===== config.mk =====
export PLATFORM = sky130hd
export DESIGN_NAME = incremental_pid_bang_bang_motor_drive_top
export DESIGN_NICKNAME = d
export VERILOG_FILES = /design/src/design/ipbb_pkg.sv /design/src/design/ipbb_core.sv /design/src/design/incremental_pid_bang_bang_motor_drive_top.sv
export SDC_FILE = /design/constraint.sdc
export NUM_CORES = 2
export LEC_CHECK = 0
export ABC_AREA = 1
export ABC_CLOCK_PERIOD_IN_PS = 19800
export CAP_MARGIN = 20
export CORE_MARGIN = 2
export CORE_UTILIZATION = 32
export DETAILED_ROUTE_END_ITERATION = 10
export DONT_BUFFER_PORTS = 1
export PLACE_DENSITY = 0.43
export REMOVE_ABC_BUFFERS = 1
export SLEW_MARGIN = 20
export SYNTH_ARGS = -nofsm -noshare
export SYNTH_HDL_FRONTEND = slang
export SYNTH_HIERARCHICAL = 1
export SYNTH_SLANG_ARGS = --single-unit

===== constraint.sdc =====
create_clock -name i_clk -period 19.8 [get_ports i_clk]
set_input_delay 2.97 -clock i_clk [delete_from_list [all_inputs] [get_ports i_clk]]
set_output_delay 2.97 -clock i_clk [all_outputs]
set_load 0.02 [all_outputs]

===== src/design/ipbb_pkg.sv =====
// Package for the incremental PID / bang-bang motor drive loop.
// Holds field widths, register indexes, reset values and the result struct.
// No dependencies.
package ipbb_pkg;

    localparam int IN_W     = 16;   // setpoint, measured
    localparam int ERR_W    = 17;   // setpoint - measured
    localparam int GAIN_W   = 16;   // Q8.8 gains
    localparam int BAND_W   = 16;
    localparam int STEP_W   = 15;
    localparam int LIM_W    = 15;
    localparam int DRV_W    = 16;
    localparam int DUTY_W   = 15;
    localparam int MODE_W   = 2;
    localparam int CFG_W    = 16;
    localparam int CFG_IDX_W = 3;
    localparam int ACC_W    = 38;   // exact PID accumulator
    localparam int BANG_W   = 36;   // exact bang-bang sum

    localparam int S_TDATA_W = 2 * IN_W;
    localparam int M_TDATA_W = DRV_W + 2 * DUTY_W + MODE_W;

    // 0.82 in Q0.16
    localparam logic [15:0] K_DECAY = 16'd53740;

    // register indexes
    localparam logic [CFG_IDX_W-1:0] REG_GAIN_P     = 3'd0;
    localparam logic [CFG_IDX_W-1:0] REG_GAIN_I     = 3'd1;
    localparam logic [CFG_IDX_W-1:0] REG_GAIN_D     = 3'd2;
    localparam logic [CFG_IDX_W-1:0] REG_ERROR_BAND = 3'd3;
    localparam logic [CFG_IDX_W-1:0] REG_BANG_STEP  = 3'd4;
    localparam logic [CFG_IDX_W-1:0] REG_OUT_LIMIT  = 3'd5;

    // reset values
    localparam logic [GAIN_W-1:0] RST_GAIN_P     = 16'd1766;
    localparam logic [GAIN_W-1:0] RST_GAIN_I     = 16'd607;
    localparam logic [GAIN_W-1:0] RST_GAIN_D     = 16'd563;
    localparam logic [BAND_W-1:0] RST_ERROR_BAND = 16'd1300;
    localparam logic [STEP_W-1:0] RST_BANG_STEP  = 15'd1620;
    localparam logic [LIM_W-1:0]  RST_OUT_LIMIT  = 15'd9000;

    typedef enum logic [MODE_W-1:0] {
        MODE_PID = 2'd0,
        MODE_FWD = 2'd1,
        MODE_REV = 2'd2
    } t_mode;

    typedef struct packed {
        t_mode                    mode;
        logic [DUTY_W-1:0]        reverse_duty;
        logic [DUTY_W-1:0]        forward_duty;
        logic signed [DRV_W-1:0]  drive_out;
    } t_result;

endpackage


===== src/design/ipbb_core.sv =====
// Next drive value for one control tick: PID increment or bang-bang step,
// truncation toward zero, clamp and duty split.
// Depends on ipbb_pkg.
module ipbb_core (
    input  logic signed [ipbb_pkg::ERR_W-1:0]  i_err,
    input  ipbb_pkg::t_mode                    i_mode,
    input  logic signed [ipbb_pkg::DRV_W-1:0]  i_last,
    input  logic signed [ipbb_pkg::ERR_W-1:0]  i_err1,
    input  logic signed [ipbb_pkg::ERR_W-1:0]  i_err2,
    input  logic [ipbb_pkg::GAIN_W-1:0]        i_gain_p,
    input  logic [ipbb_pkg::GAIN_W-1:0]        i_gain_i,
    input  logic [ipbb_pkg::GAIN_W-1:0]        i_gain_d,
    input  logic [ipbb_pkg::STEP_W-1:0]        i_bang_step,
    input  logic [ipbb_pkg::LIM_W-1:0]         i_out_limit,
    output ipbb_pkg::t_result                  o_result
);

    localparam int AW = ipbb_pkg::ACC_W;
    localparam int BW = ipbb_pkg::BANG_W;

    logic signed [ipbb_pkg::ERR_W:0]   d1;
    logic signed [ipbb_pkg::ERR_W+1:0] d2;
    logic signed [AW-1:0] prod_p, prod_i, prod_d, acc, acc_adj, pid_q;
    logic signed [BW-1:0] bang_prod, step_term, bang_sum, bang_adj, bang_q;
    logic signed [AW-1:0] drv, lim_w;
    logic signed [ipbb_pkg::DRV_W-1:0] drive;
    logic signed [ipbb_pkg::DRV_W-1:0] drive_neg;

    assign d1 = {i_err[ipbb_pkg::ERR_W-1], i_err} - {i_err1[ipbb_pkg::ERR_W-1], i_err1};
    assign d2 = {{2{i_err[ipbb_pkg::ERR_W-1]}}, i_err}
              - {i_err1[ipbb_pkg::ERR_W-1], i_err1, 1'b0}
              + {{2{i_err2[ipbb_pkg::ERR_W-1]}}, i_err2};

    // three gain products side by side, all exact at accumulator width
    assign prod_p = AW'($signed({1'b0, i_gain_p})) * AW'(d1);
    assign prod_i = AW'($signed({1'b0, i_gain_i})) * AW'(i_err);
    assign prod_d = AW'($signed({1'b0, i_gain_d})) * AW'(d2);
    assign acc    = prod_p + prod_i + prod_d
                  + {{(AW-ipbb_pkg::DRV_W-8){i_last[ipbb_pkg::DRV_W-1]}}, i_last, 8'd0};
    // bias negatives so the arithmetic shift truncates toward zero
    assign acc_adj = acc + (acc[AW-1] ? AW'(255) : AW'(0));
    assign pid_q   = acc_adj >>> 8;

    assign bang_prod = BW'($signed({1'b0, ipbb_pkg::K_DECAY})) * BW'(i_last);
    assign step_term = {{(BW-ipbb_pkg::STEP_W-16){1'b0}}, i_bang_step, 16'd0};
    assign bang_sum  = (i_mode == ipbb_pkg::MODE_REV) ? bang_prod - step_term
                                                      : bang_prod + step_term;
    assign bang_adj  = bang_sum + (bang_sum[BW-1] ? BW'(65535) : BW'(0));
    assign bang_q    = bang_adj >>> 16;

    assign lim_w = {{(AW-ipbb_pkg::LIM_W){1'b0}}, i_out_limit};

    always_comb begin
        case (i_mode) inside
            ipbb_pkg::MODE_FWD,
            ipbb_pkg::MODE_REV: drv = {{(AW-BW){bang_q[BW-1]}}, bang_q};
            default:            drv = pid_q;
        endcase
        if (drv > lim_w) begin
            drv = lim_w;
        end else if (drv < -lim_w) begin
            drv = -lim_w;
        end
        drive     = drv[ipbb_pkg::DRV_W-1:0];
        drive_neg = -drive;
    end

    assign o_result.mode         = i_mode;
    assign o_result.drive_out    = drive;
    assign o_result.forward_duty = drive[ipbb_pkg::DRV_W-1] ? '0
                                                            : drive[ipbb_pkg::DUTY_W-1:0];
    assign o_result.reverse_duty = drive[ipbb_pkg::DRV_W-1] ? drive_neg[ipbb_pkg::DUTY_W-1:0]
                                                            : '0;

endmodule


===== src/design/incremental_pid_bang_bang_motor_drive_top.sv =====
// Top level of the incremental PID / bang-bang motor speed loop.
// Uses ipbb_pkg and ipbb_core.
//
// Usage:
//   Slave stream carries one control tick per transaction: setpoint and
//   measured speed. Master stream returns one transaction per tick: the
//   clamped drive, forward and reverse PWM duty and the loop mode taken.
//   Configuration registers (gains, error band, bang step, output limit)
//   are written through i_cfg_we / i_cfg_idx / i_cfg_data while the block
//   is idle; writes to indexes beyond the register list are ignored.
//   A tick accepted into the input stage moves on to the result register and
//   from there appears on m_tvalid. Throughput: one tick per cycle while m_tready
//   holds; the stored drive and error history loop closes combinationally in ipbb_core.
//   When the receiver stalls, the result register holds, the input stage
//   fills, and s_tready drops once both are occupied; nothing is lost.
//   Reset (synchronous, active low) empties the pipeline, clears the drive
//   and error history and loads the default register values.
module incremental_pid_bang_bang_motor_drive_top (
    input  logic                                  i_clk,
    input  logic                                  i_rst_n,
    // setpoint [15:0], measured [31:16]
    input  logic [ipbb_pkg::S_TDATA_W-1:0]        s_tdata,
    input  logic                                  s_tvalid,
    output logic                                  s_tready,
    // drive_out [15:0], forward_duty [30:16], reverse_duty [45:31], loop_mode [47:46]
    output logic [ipbb_pkg::M_TDATA_W-1:0]        m_tdata,
    output logic                                  m_tvalid,
    input  logic                                  m_tready,
    input  logic                                  i_cfg_we,
    input  logic [ipbb_pkg::CFG_IDX_W-1:0]        i_cfg_idx,
    input  logic [ipbb_pkg::CFG_W-1:0]            i_cfg_data
);

    logic [ipbb_pkg::GAIN_W-1:0] r_gain_p, r_gain_i, r_gain_d;
    logic [ipbb_pkg::BAND_W-1:0] r_error_band;
    logic [ipbb_pkg::STEP_W-1:0] r_bang_step;
    logic [ipbb_pkg::LIM_W-1:0]  r_out_limit;

    logic                                r_s1_valid;
    logic signed [ipbb_pkg::ERR_W-1:0]   r_s1_err;
    ipbb_pkg::t_mode                     r_s1_mode;

    logic                                r_m_valid;
    ipbb_pkg::t_result                   r_result;

    logic signed [ipbb_pkg::DRV_W-1:0]   r_last;
    logic signed [ipbb_pkg::ERR_W-1:0]   r_err1, r_err2;

    logic signed [ipbb_pkg::IN_W-1:0]    setpoint, measured;
    logic signed [ipbb_pkg::ERR_W-1:0]   n_err;
    logic signed [ipbb_pkg::ERR_W:0]     band_pos, err_ext;
    ipbb_pkg::t_mode                     n_mode;
    ipbb_pkg::t_result                   n_result;
    logic                                out_free, s1_move, s_accept;

    // configuration registers
    always_ff @(posedge i_clk) begin
        if (!i_rst_n) begin
            r_gain_p     <= ipbb_pkg::RST_GAIN_P;
            r_gain_i     <= ipbb_pkg::RST_GAIN_I;
            r_gain_d     <= ipbb_pkg::RST_GAIN_D;
            r_error_band <= ipbb_pkg::RST_ERROR_BAND;
            r_bang_step  <= ipbb_pkg::RST_BANG_STEP;
            r_out_limit  <= ipbb_pkg::RST_OUT_LIMIT;
        end else if (i_cfg_we) begin
            unique case (i_cfg_idx)
                ipbb_pkg::REG_GAIN_P:     r_gain_p     <= i_cfg_data;
                ipbb_pkg::REG_GAIN_I:     r_gain_i     <= i_cfg_data;
                ipbb_pkg::REG_GAIN_D:     r_gain_d     <= i_cfg_data;
                ipbb_pkg::REG_ERROR_BAND: r_error_band <= i_cfg_data;
                ipbb_pkg::REG_BANG_STEP:  r_bang_step  <= i_cfg_data[ipbb_pkg::STEP_W-1:0];
                ipbb_pkg::REG_OUT_LIMIT:  r_out_limit  <= i_cfg_data[ipbb_pkg::LIM_W-1:0];
                default: ;
            endcase
        end
    end

    // handshake: result register frees when taken, input stage drains into it
    assign out_free = !r_m_valid || m_tready;
    assign s1_move  = r_s1_valid && out_free;
    assign s_tready = !r_s1_valid || out_free;
    assign s_accept = s_tvalid && s_tready;

    // error and mode selection on the way into the input stage
    assign setpoint = s_tdata[ipbb_pkg::IN_W-1:0];
    assign measured = s_tdata[2*ipbb_pkg::IN_W-1:ipbb_pkg::IN_W];
    assign n_err    = {setpoint[ipbb_pkg::IN_W-1], setpoint}
                    - {measured[ipbb_pkg::IN_W-1], measured};
    assign band_pos = {2'b00, r_error_band};
    assign err_ext  = {n_err[ipbb_pkg::ERR_W-1], n_err};

    always_comb begin
        if (err_ext > band_pos) begin
            n_mode = ipbb_pkg::MODE_FWD;
        end else if (err_ext < -band_pos) begin
            n_mode = ipbb_pkg::MODE_REV;
        end else begin
            n_mode = ipbb_pkg::MODE_PID;
        end
    end

    always_ff @(posedge i_clk) begin
        if (!i_rst_n) begin
            r_s1_valid <= 1'b0;
        end else if (s_tready) begin
            r_s1_valid <= s_tvalid;
        end
    end

    always_ff @(posedge i_clk) begin
        if (s_accept) begin
            r_s1_err  <= n_err;
            r_s1_mode <= n_mode;
        end
    end

    ipbb_core u_core (
        .i_err       (r_s1_err),
        .i_mode      (r_s1_mode),
        .i_last      (r_last),
        .i_err1      (r_err1),
        .i_err2      (r_err2),
        .i_gain_p    (r_gain_p),
        .i_gain_i    (r_gain_i),
        .i_gain_d    (r_gain_d),
        .i_bang_step (r_bang_step),
        .i_out_limit (r_out_limit),
        .o_result    (n_result)
    );

    // loop state: advance once per transaction leaving the input stage
    always_ff @(posedge i_clk) begin
        if (!i_rst_n) begin
            r_last <= '0;
            r_err1 <= '0;
            r_err2 <= '0;
        end else if (s1_move) begin
            r_last <= n_result.drive_out;
            if (r_s1_mode == ipbb_pkg::MODE_PID) begin
                r_err2 <= r_err1;
                r_err1 <= r_s1_err;
            end
        end
    end

    always_ff @(posedge i_clk) begin
        if (!i_rst_n) begin
            r_m_valid <= 1'b0;
        end else if (out_free) begin
            r_m_valid <= r_s1_valid;
        end
    end

    always_ff @(posedge i_clk) begin
        if (s1_move) begin
            r_result <= n_result;
        end
    end

    assign m_tvalid = r_m_valid;
    assign m_tdata  = r_result;

endmodule


; ---- Word-level counts from Yosys, hierarchy flattened
; Cells that the tools add are included.
[word_totals]
register_bits = 213
input_bits = 56
out_inout_bits = 50
word_cells = 69
[classes]
addsub = 14
multipliers = 4
magnitude_cmp = 4
n_eq_ne = 7
mux = 7
n_reduce_logical = 16
[op_table]
columns = op, n
row1 = $add A38 B38 Y38, 4
row2 = $mux W16, 3
row3 = $gt A38 B16 Y1, 1
row4 = $lt A38 B38 Y1, 1
row5 = $mux W38, 1
row6 = $neg A15 Y38, 1
row7 = $add A36 B32 Y36, 1
row8 = $add A36 B36 Y36, 1
row9 = $mul A17 B19 Y36, 1
row10 = $mux W36, 1
row11 = $sub A36 B32 Y36, 1
row12 = $mul A17 B18 Y35, 1
row13 = $mul A17 B17 Y34, 1
row14 = $mul A15 B16 Y31 const A, 1
row15 = $add A19 B19 Y19, 1
row16 = $sub A17 B18 Y19, 1
row17 = $lt A17 B18 Y1, 1
row18 = $neg A16 Y18, 1
row19 = $sub A17 B17 Y18, 1
row20 = $gt A17 B17 Y1, 1
row21 = $sub A16 B16 Y17, 1
row22 = $neg A15 Y15, 1
row23 = $reduce_and A2 Y1, 7
row24 = $mux W8, 1
row25 = 12 further kinds, 17

; ---- Longest topological paths before layout
[depth]
depth_word = 12
depth_mapped = 104
depth_no_buf = 101

; ---- Modules after synthesis
; The synthesis kept the hierarchy.
[modules_own_cells]
columns = module, instances, cells_each, area_each_um2, seq_area_each_um2
row1 = ipbb_core, 1, 6050, 46831.2, 0.0
row2 = incremental_pid_bang_bang_motor_drive_top, 1, 1064, 9172.5, 4934.7

; ---- Worst setup path before layout
; OpenSTA, ideal clock, no wires.
[synth_timing]
kind = register to register
start = register r_s1_err[3] (netlist name)
end = register r_result, in the netlist m_tdata[39] (data pin)
setup_time_ns = 0.253
arrival_ns = 15.327
t_required_ns = 19.547
path_slack_ns = 4.221
stages_incl_launch_ff = 91
n_path_buf = 4
period_less_slack_ns = 15.579
cell_sequence = edfxtp_1 > clkbuf_1 > clkbuf_1 > inv_1 > fa_1 > inv_1 > ha_1 > nand2_1 > o21ai_0 > a21oi_1 > o21ai_0 > a21oi_1 > o21ai_0 > a21oi_1 > nor2_1 > nor2_1 > o21ai_0 > nand3_1 > [55 not listed] > nand2_1 > nor4_1 > nand4_1 > o21bai_1 > nand2_4 > nand2_4 > nand2_8 > nand2_4 > nand2_1 > nand3_1 > nand2_2 > inv_2 > ha_1 > nand3_1 > nor3_1 > nand2_1 > nand2_1 > nor2_1
[synth_rtl]
columns = item, line_no
row1 = from (decl), incremental_pid_bang_bang_motor_drive_top.sv:40  ; logic signed [ipbb_pkg::ERR_W-1:0] r_s1_err;
row2 = from (signal assigned), incremental_pid_bang_bang_motor_drive_top.sv:112  ; r_s1_err <= n_err;
row3 = to (signal assigned), incremental_pid_bang_bang_motor_drive_top.sv:156  ; r_result <= n_result;
row4 = to (decl), incremental_pid_bang_bang_motor_drive_top.sv:44  ; ipbb_pkg::t_result r_result;

==> run_results.csv <==
group,metric,value,unit
status,status,"finished clean",
clocking,hold_buffers,0,
clocking,cts_setup_buffers,0,
yosys,ys_seq_area_frac,0.0881,
setup_path,slowest_delay,0.84,ns
final_layout,layout_commonest_cell,"inv_1",
sta,tns,0,ns
floorplanning,rows,153,
place,numPortBuffers,0,
yosys,ys_seq_elements,213,
place,post-dp-hpwl,171,mm
sta,grt_setup_unrepaired,"false",
detailed_routing,via_count,44100,
yosys,synth_area,0.0560,mm2
flow_run,maxCapViolCount,0,
floorplanning,die_area,0.178,mm2
floorplanning,ioPinCount,106,
sta,finClkSkew,0.0150,ns
clocking,cts_made_buffers,28,
final_layout,areaGrowthSynthToFinish,6.66,%
grt,overflow,0,
sta,hold_viol,0,
setup_path,cp_data_arrival_time,18.15,ns
sta,maxSlewHeadroom,0.202,
grt,antenna_found_initial,6,
sta,fmax,0.0562,GHz
sta,worst_pin_slew,1.19,ns
detailed_routing,post_drt_wl_per_cell,20.8,um
grt,grt_max_degree,108,
yosys,yosys.area_share.simple,0.189,
sta,setup_viol,0,
yosys,synth_edf_count,67,
clocking,cts_resized,0,
yosys,synthArstFlopShare,0,
floorplanning,core,0.174,mm2
detailed_routing,firstDrtPassIters,6,
detailed_routing,post-route-drc-count,0,
final_layout,drive_gt1_frac,0.0434,
worst_hold_path,hp-class,"reg -> reg",
yosys,synthXorXnorAreaFrac,0.0235,
setup_path,startpoint_type,"flop",
sta,post-route-period-util,0.899,
clocking,cts.htree.levels,1,
yosys,muxShareOfSynthArea,0.000179,
clocking,clkLatencyLatePin,0.60,ns
final_layout,fill_cells,18800,
yosys,synthCells,7114,
grt,grt_pass1_vias,46000,
place,place_area,0.0588,mm2
yosys,ys.flop_type,"dfxtp_1",
sta,hold_slack,0.464,ns
grt,grt_pass1_wl,297,mm
yosys,yosysWarningCount,6,
final_layout,stdcell_area,0.0597,mm2
yosys,synth_area_per_cell,7.87,um2
floorplanning,die_y,422,um
floorplanning,die_w,422,um
clocking,clockBufferDepth,3,
floorplanning,start_util,0.322,
detailed_routing,drt-total-wl,195,mm
setup_path,critPathCaptureType,"flop",
clocking,cts.sinks,213,
grt,grtUsageTotal,0.220,
sta,period_minus_slack,17.80,ns
detailed_routing,ant_nets,0,
final_layout,nNetsFinal,8702,
final_layout,layout_common_cells,"inv_1 (1905), nand2_1 (1358), fa_1 (1089)",
setup_path,required,20.15,ns
setup_path,crit_path_frequent_cell,"nand2_1",
yosys,synth-compound-area-share,0.0491,
yosys,synth_top_family_by_area,"adder cells",
setup_path,critical_path_class,"reg -> reg",
yosys,synth_fa_ha_area_frac,0.507,
place,gp_congestion,0.936,
clocking,clockRootBuffer,"clkbuf_16",
detailed_routing,first_iter_violations,2851,
detailed_routing,vias_per_cell,4.70,
sta,drv_slew,0,
clocking,tritoncts,"yes",
clocking,clkSlewWorstSetupHoldPaths,0.06,ns
setup_path,path_max_fanout,19,
yosys,synth.distinct_cells,64,
setup_path,cp_slowest_cell,"edfxtp_1",
## final cells by class
class,count,area (um2),area share
clock buffer,32,737,0.0123
inverter,1938,7280,0.122
multi-input combinational,4771,43000,0.720
timing repair buffer,81,608,0.0102
antenna,1,2.50,0.0000419
sequential,213,4940,0.0826
tap,2325,2910,0.0487
clock inverter,20,244,0.00408
## synth_stat cells, drive strengths merged (47+ instances only)
cell    number  area (um2)
ha         524        6560
a21oi      241        1240
dfxtp      146        2920
edfxtp      67        2010
fa        1089       21800
clkbuf     176         661
xnor2       48         420
o21ai      174         878
nand3      257        1380
nand2     1411        5500
nor3        49         280
inv       1925        7230
nor2       676        2640
xor2       102         893
nand4       47         307
## flip-flops by register name (all words and copies together), names as in the netlist
| register | flops |
|---|---|
| m_tdata | 48 |
| r_err1 | 17 |
| r_err2 | 17 |
| r_s1_err | 17 |
| r_error_band | 16 |
| r_gain_d | 16 |
| r_gain_i | 16 |
| r_gain_p | 16 |
| r_last | 16 |
| r_bang_step | 15 |
| r_out_limit | 15 |
| r_s1_mode | 2 |
| m_tvalid | 1 |
| r_s1_valid | 1 |
## critical path, delay by kind of cell (launching register included)
kind	cells	cell delay [ns]
fa+ha+maj	15	7.02
xor+xnor	1	0.33
compound gates	10	1.88
buf+inv	15	1.39
simple gates	46	6.04
flops	1	0.84
## metrics by stage
step / worst slack [ns] / instances / utilization
after floorplan: 4.44 / 6922 / -
after global placement: 1.98 / 9328 / 0.338
after detailed placement: 2.07 / 9328 / 0.338
after CTS: 1.98 / 9380 / 0.344
after global routing: 0.592 / 9380 / 0.344
final: 2.00 / 9381 / 0.344
## logic make-up (layout without fill, tap and decap cells)
group / after synthesis / count (layout)
other: 0 / 1
xor gates and xnor gates: 150 / 150
and+or+nand+nor: 2510 / 2510
AOI/OAI and AO/OA: 496 / 496
buffers and inverters: 2130 / 2071
muxes: 1 / 1
adders and majority gates: 1614 / 1614
DFF: 213 / 213
## metal layers
| layer | track usage | part of all wire | vias up |
|---|---|---|---|
| li1 | - | - | 20800 |
| met1 | 0.306 | 0.45 | 22200 |
| met2 | 0.374 | 0.48 | 948 |
| met3 | 0.0220 | 0.044 | 177 |
| met4 | 0.0402 | 0.021 | 0 |
| met5 | 0 | 0 | - |
## path summary, 6_finish.rpt
check / startpoint / endpoint / slack (ns) / cells past startpoint
max: r_s1_err[3]$_DFFE_PP_ / m_tdata[39]$_DFFE_PP_ / 2.00 / 87
max reg2reg: r_s1_err[3]$_DFFE_PP_ / m_tdata[39]$_DFFE_PP_ / 2.00 / 87
min: r_err2[16]$_SDFFE_PN0P_ / r_err2[16]$_SDFFE_PN0P_ / 0.46 / 2
min reg2reg: r_err2[16]$_SDFFE_PN0P_ / r_err2[16]$_SDFFE_PN0P_ / 0.46 / 2
Power is left out: the tool's default activity adds up to more than one toggle a clock period on the data nets, which glitch-free logic cannot reach.
